$ cat src/rtl/c8dec_pkg.sv
// ---------------------------------------------------------------------------
// CHIP-8 decoder package
// Operation codes, flow classes, bus widths and the decode result type.
// ---------------------------------------------------------------------------
package c8dec_pkg;

    localparam int IN_TDATA_W  = 32;
    localparam int OUT_TDATA_W = 56;

    // Dense operation codes.
    localparam logic [5:0] OP_CLS     = 6'd0;
    localparam logic [5:0] OP_RTS     = 6'd1;
    localparam logic [5:0] OP_SCRIGHT = 6'd2;
    localparam logic [5:0] OP_SCLEFT  = 6'd3;
    localparam logic [5:0] OP_LOW     = 6'd4;
    localparam logic [5:0] OP_HIGH    = 6'd5;
    localparam logic [5:0] OP_SCDOWN  = 6'd6;
    localparam logic [5:0] OP_SYS     = 6'd7;
    localparam logic [5:0] OP_JMP     = 6'd8;
    localparam logic [5:0] OP_CALL    = 6'd9;
    localparam logic [5:0] OP_SKE_K   = 6'd10;
    localparam logic [5:0] OP_SKNE_K  = 6'd11;
    localparam logic [5:0] OP_SKE_R   = 6'd12;
    localparam logic [5:0] OP_MOV_K   = 6'd13;
    localparam logic [5:0] OP_ADD_K   = 6'd14;
    localparam logic [5:0] OP_MOV_R   = 6'd15;
    localparam logic [5:0] OP_OR      = 6'd16;
    localparam logic [5:0] OP_AND     = 6'd17;
    localparam logic [5:0] OP_XOR     = 6'd18;
    localparam logic [5:0] OP_ADD_R   = 6'd19;
    localparam logic [5:0] OP_SUB     = 6'd20;
    localparam logic [5:0] OP_SHR     = 6'd21;
    localparam logic [5:0] OP_SUBN    = 6'd22;
    localparam logic [5:0] OP_SHL     = 6'd23;
    localparam logic [5:0] OP_SKNE_R  = 6'd24;
    localparam logic [5:0] OP_MOV_I   = 6'd25;
    localparam logic [5:0] OP_JMP_V0  = 6'd26;
    localparam logic [5:0] OP_RAND    = 6'd27;
    localparam logic [5:0] OP_DRAW    = 6'd28;
    localparam logic [5:0] OP_SKP     = 6'd29;
    localparam logic [5:0] OP_SKNP    = 6'd30;
    localparam logic [5:0] OP_GDELAY  = 6'd31;
    localparam logic [5:0] OP_WKEY    = 6'd32;
    localparam logic [5:0] OP_SDELAY  = 6'd33;
    localparam logic [5:0] OP_SSOUND  = 6'd34;
    localparam logic [5:0] OP_ADD_I   = 6'd35;
    localparam logic [5:0] OP_FONT    = 6'd36;
    localparam logic [5:0] OP_XFONT   = 6'd37;
    localparam logic [5:0] OP_BCD     = 6'd38;
    localparam logic [5:0] OP_STRA    = 6'd39;
    localparam logic [5:0] OP_LDRA    = 6'd40;
    localparam logic [5:0] OP_LAST    = OP_LDRA;

    // Flow / ALU classes.
    localparam logic [3:0] FC_NONE  = 4'd0;
    localparam logic [3:0] FC_STOP  = 4'd1;
    localparam logic [3:0] FC_JUMP  = 4'd2;
    localparam logic [3:0] FC_CJUMP = 4'd3;
    localparam logic [3:0] FC_CALL  = 4'd4;
    localparam logic [3:0] FC_ADD   = 4'd5;
    localparam logic [3:0] FC_SUB   = 4'd6;
    localparam logic [3:0] FC_AND   = 4'd7;
    localparam logic [3:0] FC_OR    = 4'd8;
    localparam logic [3:0] FC_XOR   = 4'd9;
    localparam logic [3:0] FC_LOAD  = 4'd10;
    localparam logic [3:0] FC_STORE = 4'd11;
    localparam logic [3:0] FC_PRIV  = 4'd12;

    typedef struct packed {
        logic        valid_res;
        logic [5:0]  operation;
        logic [3:0]  flow_class;
        logic [3:0]  reg_x;
        logic        has_reg_x;
        logic [3:0]  reg_y;
        logic        has_reg_y;
        logic [11:0] immediate;
        logic        has_immediate;
        logic [15:0] target;
        logic        has_target;
    } t_dec_res;

endpackage

$ cat src/rtl/chip8_instruction_decoder_top.sv
// ---------------------------------------------------------------------------
// CHIP-8 / SuperChip instruction decoder
// Two-register stream pipeline around a single-pass word decoder.
// ---------------------------------------------------------------------------
// Usage: each transfer on the slave side carries one instruction word in
// i_s_tdata[15:0] and the address it was fetched from in i_s_tdata[31:16].
// Each word produces exactly one transfer on the master side, in order.
// o_m_tuser is the recognised-instruction flag; o_m_tdata carries the
// operation code, flow class, operand fields with their presence flags and
// the branch target. Rejected words give a zero o_m_tdata.
// An accepted word passes through the input register, then through the
// decoder into the result register, which offers it on the master side.
// Throughput is one word per cycle while the receiver takes results, as
// each register may load while the one after it hands its contents on.
// When the receiver stalls, the result register holds its contents and the
// input register fills behind it, after which o_s_tready falls; nothing is
// lost or repeated. The synchronous active-low reset empties both
// registers, so no result is offered after reset until a word arrives.
// ---------------------------------------------------------------------------
module chip8_instruction_decoder_top (
    input  logic                                 i_clk,
    input  logic                                 i_rst_n,
    // opcode [15:0], address [31:16]
    input  logic [c8dec_pkg::IN_TDATA_W-1:0]     i_s_tdata,
    input  logic                                 i_s_tvalid,
    output logic                                 o_s_tready,
    // operation [5:0], flow_class [9:6], reg_x [13:10], has_reg_x [14],
    // reg_y [18:15], has_reg_y [19], immediate [31:20], has_immediate [32],
    // target [48:33], has_target [49], zero fill [55:50]
    output logic [c8dec_pkg::OUT_TDATA_W-1:0]    o_m_tdata,
    // valid_res [0]
    output logic                                 o_m_tuser,
    output logic                                 o_m_tvalid,
    input  logic                                 i_m_tready
);

    // Input register: holds the word until the decoder's result can be stored.
    logic        r_in_valid;
    logic        n_in_valid;
    logic [15:0] r_opcode;
    logic [15:0] r_address;

    // Result register.
    logic                r_out_valid;
    logic                n_out_valid;
    c8dec_pkg::t_dec_res r_res;
    c8dec_pkg::t_dec_res dec_res;

    logic out_load;
    logic in_load;

    // The result register may load when empty or when its content leaves now.
    assign out_load   = !r_out_valid || i_m_tready;
    // The input register may load when empty or when its word moves on now.
    assign o_s_tready = !r_in_valid || out_load;
    assign in_load    = i_s_tvalid && o_s_tready;

    c8dec_decode u_decode (
        .i_opcode  (r_opcode),
        .i_address (r_address),
        .o_res     (dec_res)
    );

    always_comb begin
        n_in_valid  = r_in_valid;
        n_out_valid = r_out_valid;
        if (o_s_tready) begin
            n_in_valid = i_s_tvalid;
        end
        if (out_load) begin
            n_out_valid = r_in_valid;
        end
    end

    always_ff @(posedge i_clk) begin
        if (!i_rst_n) begin
            r_in_valid  <= 1'b0;
            r_out_valid <= 1'b0;
        end else begin
            r_in_valid  <= n_in_valid;
            r_out_valid <= n_out_valid;
        end
    end

    always_ff @(posedge i_clk) begin
        if (in_load) begin
            r_opcode  <= i_s_tdata[15:0];
            r_address <= i_s_tdata[31:16];
        end
        if (out_load && r_in_valid) begin
            r_res <= dec_res;
        end
    end

    assign o_m_tvalid = r_out_valid;
    assign o_m_tuser  = r_res.valid_res;
    assign o_m_tdata  = {6'd0,
                         r_res.has_target,
                         r_res.target,
                         r_res.has_immediate,
                         r_res.immediate,
                         r_res.has_reg_y,
                         r_res.reg_y,
                         r_res.has_reg_x,
                         r_res.reg_x,
                         r_res.flow_class,
                         r_res.operation};

endmodule

$ cat src/rtl/c8dec_decode.sv
// ---------------------------------------------------------------------------
// CHIP-8 word decoder
// Combinational decode of one instruction word and its address.
// ---------------------------------------------------------------------------
module c8dec_decode (
    input  logic [15:0]          i_opcode,
    input  logic [15:0]          i_address,
    output c8dec_pkg::t_dec_res  o_res
);

    logic [11:0] nnn;
    logic [7:0]  kk;
    logic [3:0]  n;
    logic [15:0] skip;

    assign nnn  = i_opcode[11:0];
    assign kk   = i_opcode[7:0];
    assign n    = i_opcode[3:0];
    assign skip = i_address + 16'd4;

    always_comb begin
        logic       ok;
        logic [5:0] op;
        logic [3:0] fc;
        logic       use_x;
        logic       use_y;
        logic       use_imm;
        logic [11:0] imm;
        logic       use_tgt;
        logic [15:0] tgt;

        ok      = 1'b1;
        op      = c8dec_pkg::OP_CLS;
        fc      = c8dec_pkg::FC_NONE;
        use_x   = 1'b0;
        use_y   = 1'b0;
        use_imm = 1'b0;
        imm     = '0;
        use_tgt = 1'b0;
        tgt     = '0;

        case (i_opcode[15:12])
            4'h0: begin
                if (i_opcode == 16'h00E0) begin
                    op = c8dec_pkg::OP_CLS;
                end else if (i_opcode == 16'h00EE) begin
                    op = c8dec_pkg::OP_RTS;
                    fc = c8dec_pkg::FC_STOP;
                end else if (i_opcode == 16'h00FB) begin
                    op = c8dec_pkg::OP_SCRIGHT;
                end else if (i_opcode == 16'h00FC) begin
                    op = c8dec_pkg::OP_SCLEFT;
                end else if (i_opcode == 16'h00FE) begin
                    op = c8dec_pkg::OP_LOW;
                end else if (i_opcode == 16'h00FF) begin
                    op = c8dec_pkg::OP_HIGH;
                end else if (i_opcode[11:4] == 8'h0C) begin
                    op      = c8dec_pkg::OP_SCDOWN;
                    use_imm = 1'b1;
                    imm     = {8'd0, n};
                end else begin
                    op      = c8dec_pkg::OP_SYS;
                    fc      = c8dec_pkg::FC_PRIV;
                    use_imm = 1'b1;
                    imm     = nnn;
                end
            end
            4'h1: begin
                op      = c8dec_pkg::OP_JMP;
                fc      = c8dec_pkg::FC_JUMP;
                use_imm = 1'b1;
                imm     = nnn;
                use_tgt = 1'b1;
                tgt     = {4'd0, nnn};
            end
            4'h2: begin
                op      = c8dec_pkg::OP_CALL;
                fc      = c8dec_pkg::FC_CALL;
                use_imm = 1'b1;
                imm     = nnn;
                use_tgt = 1'b1;
                tgt     = {4'd0, nnn};
            end
            4'h3, 4'h4: begin
                op      = (i_opcode[15:12] == 4'h3) ? c8dec_pkg::OP_SKE_K
                                                    : c8dec_pkg::OP_SKNE_K;
                fc      = c8dec_pkg::FC_CJUMP;
                use_x   = 1'b1;
                use_imm = 1'b1;
                imm     = {4'd0, kk};
                use_tgt = 1'b1;
                tgt     = skip;
            end
            4'h5, 4'h9: begin
                ok      = (n == 4'h0);
                op      = (i_opcode[15:12] == 4'h5) ? c8dec_pkg::OP_SKE_R
                                                    : c8dec_pkg::OP_SKNE_R;
                fc      = c8dec_pkg::FC_CJUMP;
                use_x   = 1'b1;
                use_y   = 1'b1;
                use_tgt = 1'b1;
                tgt     = skip;
            end
            4'h6: begin
                op      = c8dec_pkg::OP_MOV_K;
                fc      = c8dec_pkg::FC_LOAD;
                use_x   = 1'b1;
                use_imm = 1'b1;
                imm     = {4'd0, kk};
            end
            4'h7: begin
                op      = c8dec_pkg::OP_ADD_K;
                fc      = c8dec_pkg::FC_ADD;
                use_x   = 1'b1;
                use_imm = 1'b1;
                imm     = {4'd0, kk};
            end
            4'h8: begin
                use_x = 1'b1;
                use_y = 1'b1;
                case (n)
                    4'h0: begin
                        op = c8dec_pkg::OP_MOV_R;
                        fc = c8dec_pkg::FC_LOAD;
                    end
                    4'h1: begin
                        op = c8dec_pkg::OP_OR;
                        fc = c8dec_pkg::FC_OR;
                    end
                    4'h2: begin
                        op = c8dec_pkg::OP_AND;
                        fc = c8dec_pkg::FC_AND;
                    end
                    4'h3: begin
                        op = c8dec_pkg::OP_XOR;
                        fc = c8dec_pkg::FC_XOR;
                    end
                    4'h4: begin
                        op = c8dec_pkg::OP_ADD_R;
                        fc = c8dec_pkg::FC_ADD;
                    end
                    4'h5: begin
                        op = c8dec_pkg::OP_SUB;
                        fc = c8dec_pkg::FC_SUB;
                    end
                    4'h6: begin
                        op    = c8dec_pkg::OP_SHR;
                        use_y = 1'b0;
                    end
                    4'h7: begin
                        op = c8dec_pkg::OP_SUBN;
                        fc = c8dec_pkg::FC_SUB;
                    end
                    4'hE: begin
                        op    = c8dec_pkg::OP_SHL;
                        use_y = 1'b0;
                    end
                    default: begin
                        ok = 1'b0;
                    end
                endcase
            end
            4'hA: begin
                op      = c8dec_pkg::OP_MOV_I;
                fc      = c8dec_pkg::FC_LOAD;
                use_imm = 1'b1;
                imm     = nnn;
            end
            4'hB: begin
                // Computed jump: no static target.
                op      = c8dec_pkg::OP_JMP_V0;
                fc      = c8dec_pkg::FC_JUMP;
                use_imm = 1'b1;
                imm     = nnn;
            end
            4'hC: begin
                op      = c8dec_pkg::OP_RAND;
                use_x   = 1'b1;
                use_imm = 1'b1;
                imm     = {4'd0, kk};
            end
            4'hD: begin
                op      = c8dec_pkg::OP_DRAW;
                use_x   = 1'b1;
                use_y   = 1'b1;
                use_imm = 1'b1;
                imm     = {8'd0, n};
            end
            4'hE: begin
                fc      = c8dec_pkg::FC_CJUMP;
                use_x   = 1'b1;
                use_tgt = 1'b1;
                tgt     = skip;
                case (kk)
                    8'h9E:   op = c8dec_pkg::OP_SKP;
                    8'hA1:   op = c8dec_pkg::OP_SKNP;
                    default: ok = 1'b0;
                endcase
            end
            default: begin
                use_x = 1'b1;
                case (kk)
                    8'h07:   op = c8dec_pkg::OP_GDELAY;
                    8'h0A:   op = c8dec_pkg::OP_WKEY;
                    8'h15:   op = c8dec_pkg::OP_SDELAY;
                    8'h18:   op = c8dec_pkg::OP_SSOUND;
                    8'h1E: begin
                        op = c8dec_pkg::OP_ADD_I;
                        fc = c8dec_pkg::FC_ADD;
                    end
                    8'h29:   op = c8dec_pkg::OP_FONT;
                    8'h30:   op = c8dec_pkg::OP_XFONT;
                    8'h33:   op = c8dec_pkg::OP_BCD;
                    8'h55: begin
                        op = c8dec_pkg::OP_STRA;
                        fc = c8dec_pkg::FC_STORE;
                    end
                    8'h65: begin
                        op = c8dec_pkg::OP_LDRA;
                        fc = c8dec_pkg::FC_LOAD;
                    end
                    default: ok = 1'b0;
                endcase
            end
        endcase

        // Absent operands and rejected words read as zero.
        o_res.valid_res     = ok;
        o_res.operation     = ok ? op : 6'd0;
        o_res.flow_class    = ok ? fc : 4'd0;
        o_res.has_reg_x     = ok & use_x;
        o_res.reg_x         = (ok & use_x) ? i_opcode[11:8] : 4'd0;
        o_res.has_reg_y     = ok & use_y;
        o_res.reg_y         = (ok & use_y) ? i_opcode[7:4] : 4'd0;
        o_res.has_immediate = ok & use_imm;
        o_res.immediate     = (ok & use_imm) ? imm : 12'd0;
        o_res.has_target    = ok & use_tgt;
        o_res.target        = (ok & use_tgt) ? tgt : 16'd0;
    end

endmodule

$ cat config.mk
export PLATFORM = sky130hd
export DESIGN_NAME = chip8_instruction_decoder_top
export DESIGN_NICKNAME = d
export VERILOG_FILES = /design/src/rtl/c8dec_pkg.sv /design/src/rtl/chip8_instruction_decoder_top.sv /design/src/rtl/c8dec_decode.sv
export SDC_FILE = /design/constraint.sdc
export NUM_CORES = 1
export LEC_CHECK = 0
export ABC_AREA = 1
export CORE_MARGIN = 10
export CORE_UTILIZATION = 30
export CTS_BUF_LIST = sky130_fd_sc_hd__clkbuf_4 sky130_fd_sc_hd__clkbuf_8 sky130_fd_sc_hd__clkbuf_16
export CTS_CLUSTER_DIAMETER = 200
export CTS_CLUSTER_SIZE = 16
export DETAILED_ROUTE_END_ITERATION = 8
export DONT_BUFFER_PORTS = 1
export GPL_ROUTABILITY_DRIVEN = 0
export REMOVE_ABC_BUFFERS = 1
export SLEW_MARGIN = 20
export SYNTH_ARGS = -nofsm -noshare
export SYNTH_HDL_FRONTEND = slang
export SYNTH_SLANG_ARGS = --single-unit
$ cat constraint.sdc
create_clock -name i_clk -period 4.4 [get_ports i_clk]
set_input_delay 0.66 -clock i_clk [delete_from_list [all_inputs] [get_ports i_clk]]
set_output_delay 0.66 -clock i_clk [all_outputs]
set_load 0.03 [all_outputs]
## After elaboration in Yosys (flattened, before gate mapping)

Index checks and enable logic that the tools add are counted.

| cells by class | value |
|---|---|
| bitwise operators | 4 |
| $add $sub $neg | 1 |
| equal/unequal tests | 41 |
| mux-type cells | 47 |
| reductions and logical operators | 27 |

Operators by type and width:

| kind | number |
|---|---|
| == test 16 x 8 -> 1 bit, second input constant | 6 |
| two-way mux 12 bit | 7 |
| one-hot mux 6 bit (13 select lines) | 1 |
| one-hot mux 6 bit (10 select lines) | 1 |
| one-hot mux 12 bit (4 select lines) | 1 |
| one-hot mux 5 bit (9 select lines) | 1 |
| two-way mux 6 bit | 6 |
| == test 4 x 3 -> 1 bit, second input constant | 8 |
| == test 4 bit, second input constant | 8 |
| one-hot mux 16 bit (2 select lines) | 1 |
| one-hot mux 4 bit (8 select lines) | 1 |
| two-way mux 4 bit | 7 |
| == test 8 x 5 -> 1 bit, second input constant | 3 |
| == test 8 x 6 -> 1 bit, second input constant | 3 |
| one-hot mux 4 bit (6 select lines) | 1 |
| OR reduction 10 bit | 2 |
| OR reduction 2 bit | 9 |
| adder 16 x 3 -> 16 bit, second input constant | 1 |
| == test 4 x 2 -> 1 bit, second input constant | 4 |
| == test 8 x 4 -> 1 bit, second input constant | 2 |
| == test 8 x 7 -> 1 bit, second input constant | 2 |
| == test 8 bit, second input constant | 2 |
| OR reduction 5 bit | 3 |
| two-way mux 1 bit | 14 |
| 17 further kinds | 26 |

| storage, ports and cells | value |
|---|---|
| input bits | 36 |
| bits in registers | 85 |
| word-level logic and storage cells | 135 |

## Longest topological paths before layout

| logic depth | value |
|---|---|
| depth after elaboration | 9 |
| gate-level depth with buffers | 12 |
| depth with buffers taken out | 11 |

## By module

From an unflattened synthesis, not the netlist that was laid out.

| second synthesis, totals | value |
|---|---|
| cells, all modules | 471 |
| area total of the unflattened synthesis | 4369.2 um^2 |

By module, submodules not included:

| module | area each (um^2) | times used | cells each | seq. area each (um^2) |
|---|---|---|---|---|
| chip8_instruction_decoder_top | 2636.3 | 1 | 103 | 2532.4 |
| c8dec_decode | 1732.9 | 1 | 368 | 0.0 |

## Worst setup path after synthesis

OpenSTA, ideal clock, no wires.

| path | value |
|---|---|
| path kind | input port to flip-flop |
| from | input i_m_tready |
| to | register r_res, in the netlist o_m_tdata[0], enable pin |
| buffers on the path | 0 |
| slack | 730 ps |
| data arrival time | 3193 ps |
| stages | 2 |
| setup time | 476 ps |
| data required time | 3924 ps |
| cells stage by stage | inv_1 > a21oi_1 |

| between the ends | value |
|---|---|
| word-level cells in the longest chain between the ends | 2 |

RTL lines:

| what | line | text |
|---|---|---|
| start: declaration | chip8_instruction_decoder_top.sv:34 | `input logic i_m_tready` |
| logical OR 1 bit | chip8_instruction_decoder_top.sv:53 | `assign out_load = !r_out_valid \|\| i_m_tready;` |
| logical AND 1 bit | chip8_instruction_decoder_top.sv:90 | `if (out_load && r_in_valid) begin` |
| end signal: assignment | chip8_instruction_decoder_top.sv:91 | `r_res <= dec_res;` |
| end: declaration | chip8_instruction_decoder_top.sv:46 | `c8dec_pkg::t_dec_res r_res;` |

Every way passes these cells.
A chain may end at the register's enable or synchronous reset.

==> flow_metrics.env <==
export IMPL_post_drt_wl_per_cell_um=17.0
export IMPL_clockRootBuffer="clkbuf_16"
export IMPL_worst_path_max_fanout=14
export IMPL_dr_pass1_iters=5
export IMPL_drt_wl_total_um=11100
export IMPL_p_seq_share_pct=52.1
export IMPL_htreeDepth=3
export IMPL_fin_crit_ps=2190
export IMPL_drt_iter0_markers=285
export IMPL_die_x_um=141
export IMPL_final_setup_skew_ps=8.15
export IMPL_synth_enable_flop_cells=83
export IMPL_synth_common_cells="nand2_1, edfxtp_1, nor2_1, inv_1, nand3_1"
export IMPL_synth_area_leaders="edfxtp_1, nand2_1, nor2_1, inv_1, nand3_1"
export IMPL_nNetsFinal=504
export IMPL_cts_setup_buffers=0
export IMPL_ys_types=39
export IMPL_yosysMostFrequentCell="nand2_1"
export IMPL_netlist_area_sq_um=4400
export IMPL_total_power_mw=1.97
export IMPL_antenna_found_initial=0
export IMPL_numCtsBuffers=9
export IMPL_ant_nets=0
export IMPL_avgSynthCellArea_sq_um=9.59
export IMPL_io_buffers=0
export IMPL_synth_cells=459
export IMPL_hpwl_um=8870
export IMPL_io_pins=95
export IMPL_yosys_warnings=0
export IMPL_max_slew_margin_pct=46.4
export IMPL_yosysTopAreaCell="edfxtp_1"
export IMPL_clock_latency_ps=350
export IMPL_grt_usage_pct=11.2
export IMPL_cap_violations=0
export IMPL_yosys_area_top_type_share_pct=56.6
export IMPL_num_rows=44
export IMPL_cp_required_ps=4490
export IMPL_fin_ws_ps=2210
export IMPL_endpoint_kind="register"
export IMPL_seq_area_frac_synth_pct=57.5
export IMPL_route_detailed_drc=0
export IMPL_fmax_mhz=457
export IMPL_clkPwrFrac_pct=38.4
export IMPL_p_per_area_nw_per_um2=403
export IMPL_tightest_slew_ps=802
export IMPL_ctsHoldBuffers=0
export IMPL_grt_pass1_wl_um=17400
export IMPL_r2r_slack_ps=2210
export IMPL_min_path_type="in -> reg"
export IMPL_r2r_cells=10
export IMPL_p_leak_nw=2.02
export IMPL_clk_path_buf_depth=2
export IMPL_ctsResizeCount=0
export IMPL_cts_tree="done"
export IMPL_finalSetupTns_ps=0
export IMPL_vdd_drop_max_mv=0.289
export IMPL_pre_cts_ws_ps=1920
export IMPL_drive_above_1_share_pct=13.6
export IMPL_core_sq_um=14500
export IMPL_cts_sinks=85
export IMPL_p_sw_share_pct=28.4
export IMPL_die_area_sq_um=19900
export IMPL_die_h_um=141
export IMPL_fin_crit_sh_pct=49.7
export IMPL_slew_viol_final=0
export IMPL_grt_max_degree=33
export IMPL_ys_ff_latch=85
export IMPL_finalInstanceArea_sq_um=4890
export IMPL_vias=3213
export IMPL_syn_to_final_growth_pct=11.2
export IMPL_n_antenna_cell=0
export IMPL_min_path_cells=0
export IMPL_placed_area_sq_um=4590
export IMPL_setup_viol=0
export IMPL_combPwrFrac_pct=9.5
export IMPL_fill_cells=1470
export IMPL_status="complete, no violations"
export IMPL_grt_pass1_vias=3191
export IMPL_p_sw_mw=0.559
export IMPL_synth_ff_type="edfxtp_1"
export IMPL_arrival_ps=2280
export IMPL_viasPerCell=4.90
export IMPL_clkSlewWorstSetupHoldPaths_ps=70
export IMPL_hold_viol_final=0
export IMPL_async_reset_ff_share_pct=0
export IMPL_critPathLaunchType="register"
export IMPL_rsz0062_at_grt="false"
export IMPL_overflow=0
export IMPL_p_int_mw=1.41
export IMPL_worstSetupPathType="reg -> reg"
export IMPL_start_util_pct=30.4
[registers in the layout, summed over array words and instances, names as in the netlist]
| signal | flops |
|---|---|
| o_m_tuser | 1 |
| r_address | 16 |
| o_m_tdata | 50 |
| r_opcode | 16 |
| o_m_tvalid | 1 |
| r_in_valid | 1 |
[cells by family after synthesis]
kind of cell	after synthesis	synth area share [%]
and+or+nand+nor	241	26.6
xor gates and xnor gates	5	0.995
DFF	85	57.5
buffers and inverters	68	6.80
AOI/OAI and AO/OA	58	7.73
adders and majority gates	1	0.284
other	1	0.0852
[critical path, cell delays in order (launching register included)]
cell and delay [ps]:
edfxtp_1 490, nand2_2 170, inv_1 90, nand2_1 120
nand3_1 140, nor2_1 110, nand3_1 100, nor2_2 240
nand2_4 170, nand2_4 230, nor2_1 70
[path summary, 6_finish.rpt]
path,from,end
max reg2reg,r_opcode[15],o_m_tdata[35]
min reg2reg,r_in_valid,o_m_tvalid
max,r_opcode[15],o_m_tdata[35]
min,i_s_tdata[10],r_opcode[10]
[area by class of cell]
type / count / area, sq um / share of cell area [%]
flip-flops and latches: 85 / 2530 / 51.7
multi-input cells: 311 / 1600 / 32.7
clock buffers: 10 / 239 / 4.88
well taps: 184 / 230 / 4.70
inverters: 59 / 221 / 4.52
clock inverters: 6 / 65.1 / 1.33
repair buffers: 1 / 7.51 / 0.153
[power by group through the flow]
stage	combinational, mW	clock, mW	sequential [mW]
after floorplan	0.142	0	1.03
after global placement	0.184	0	1.05
after detailed placement	0.187	0	1.05
after CTS	0.188	0.779	1.03
after global routing	0.213	0.817	1.03
final	0.188	0.757	1.03
[per-layer routing]
metal,up-vias,part of all wire (%),track usage (%)
met2,148,46,17.1
met5,-,0,0
met1,1482,43,13.7
li1,1560,-,-
met3,23,9.6,5.21
met4,0,1.8,3.37
[layout by cell type, fill, tap and decap left out, drive strengths merged]
cell type and instances:
o21a 1, nor2 90, xor2 3, inv 62, nor4b 1, a21oi 24
clkbuf 10, nor3b 1, dfxtp 2, edfxtp 83, o211ai 3, buf 1
clkinv 3, a22oi 5, o21ai 11, o22ai 2, xnor2 2, conb 6
nor4 1, nand4 9, a2bb2oi 2, a31oi 7, nand2 104, nand3b 1
ha 1, or2 1, nand3 27, o21bai 2, nor3 6, o32ai 1
[metrics by stage]
step                hold WS [ps]  cells  util, %
floorplan                    447    455        -
global placement             512    640     31.7
detailed placement           543    640     31.7
CTS                          393    656     33.8
global route                 383    656     33.8
finish                       405    656     33.8
No activity file was read; power rests on OpenSTA's default activity.
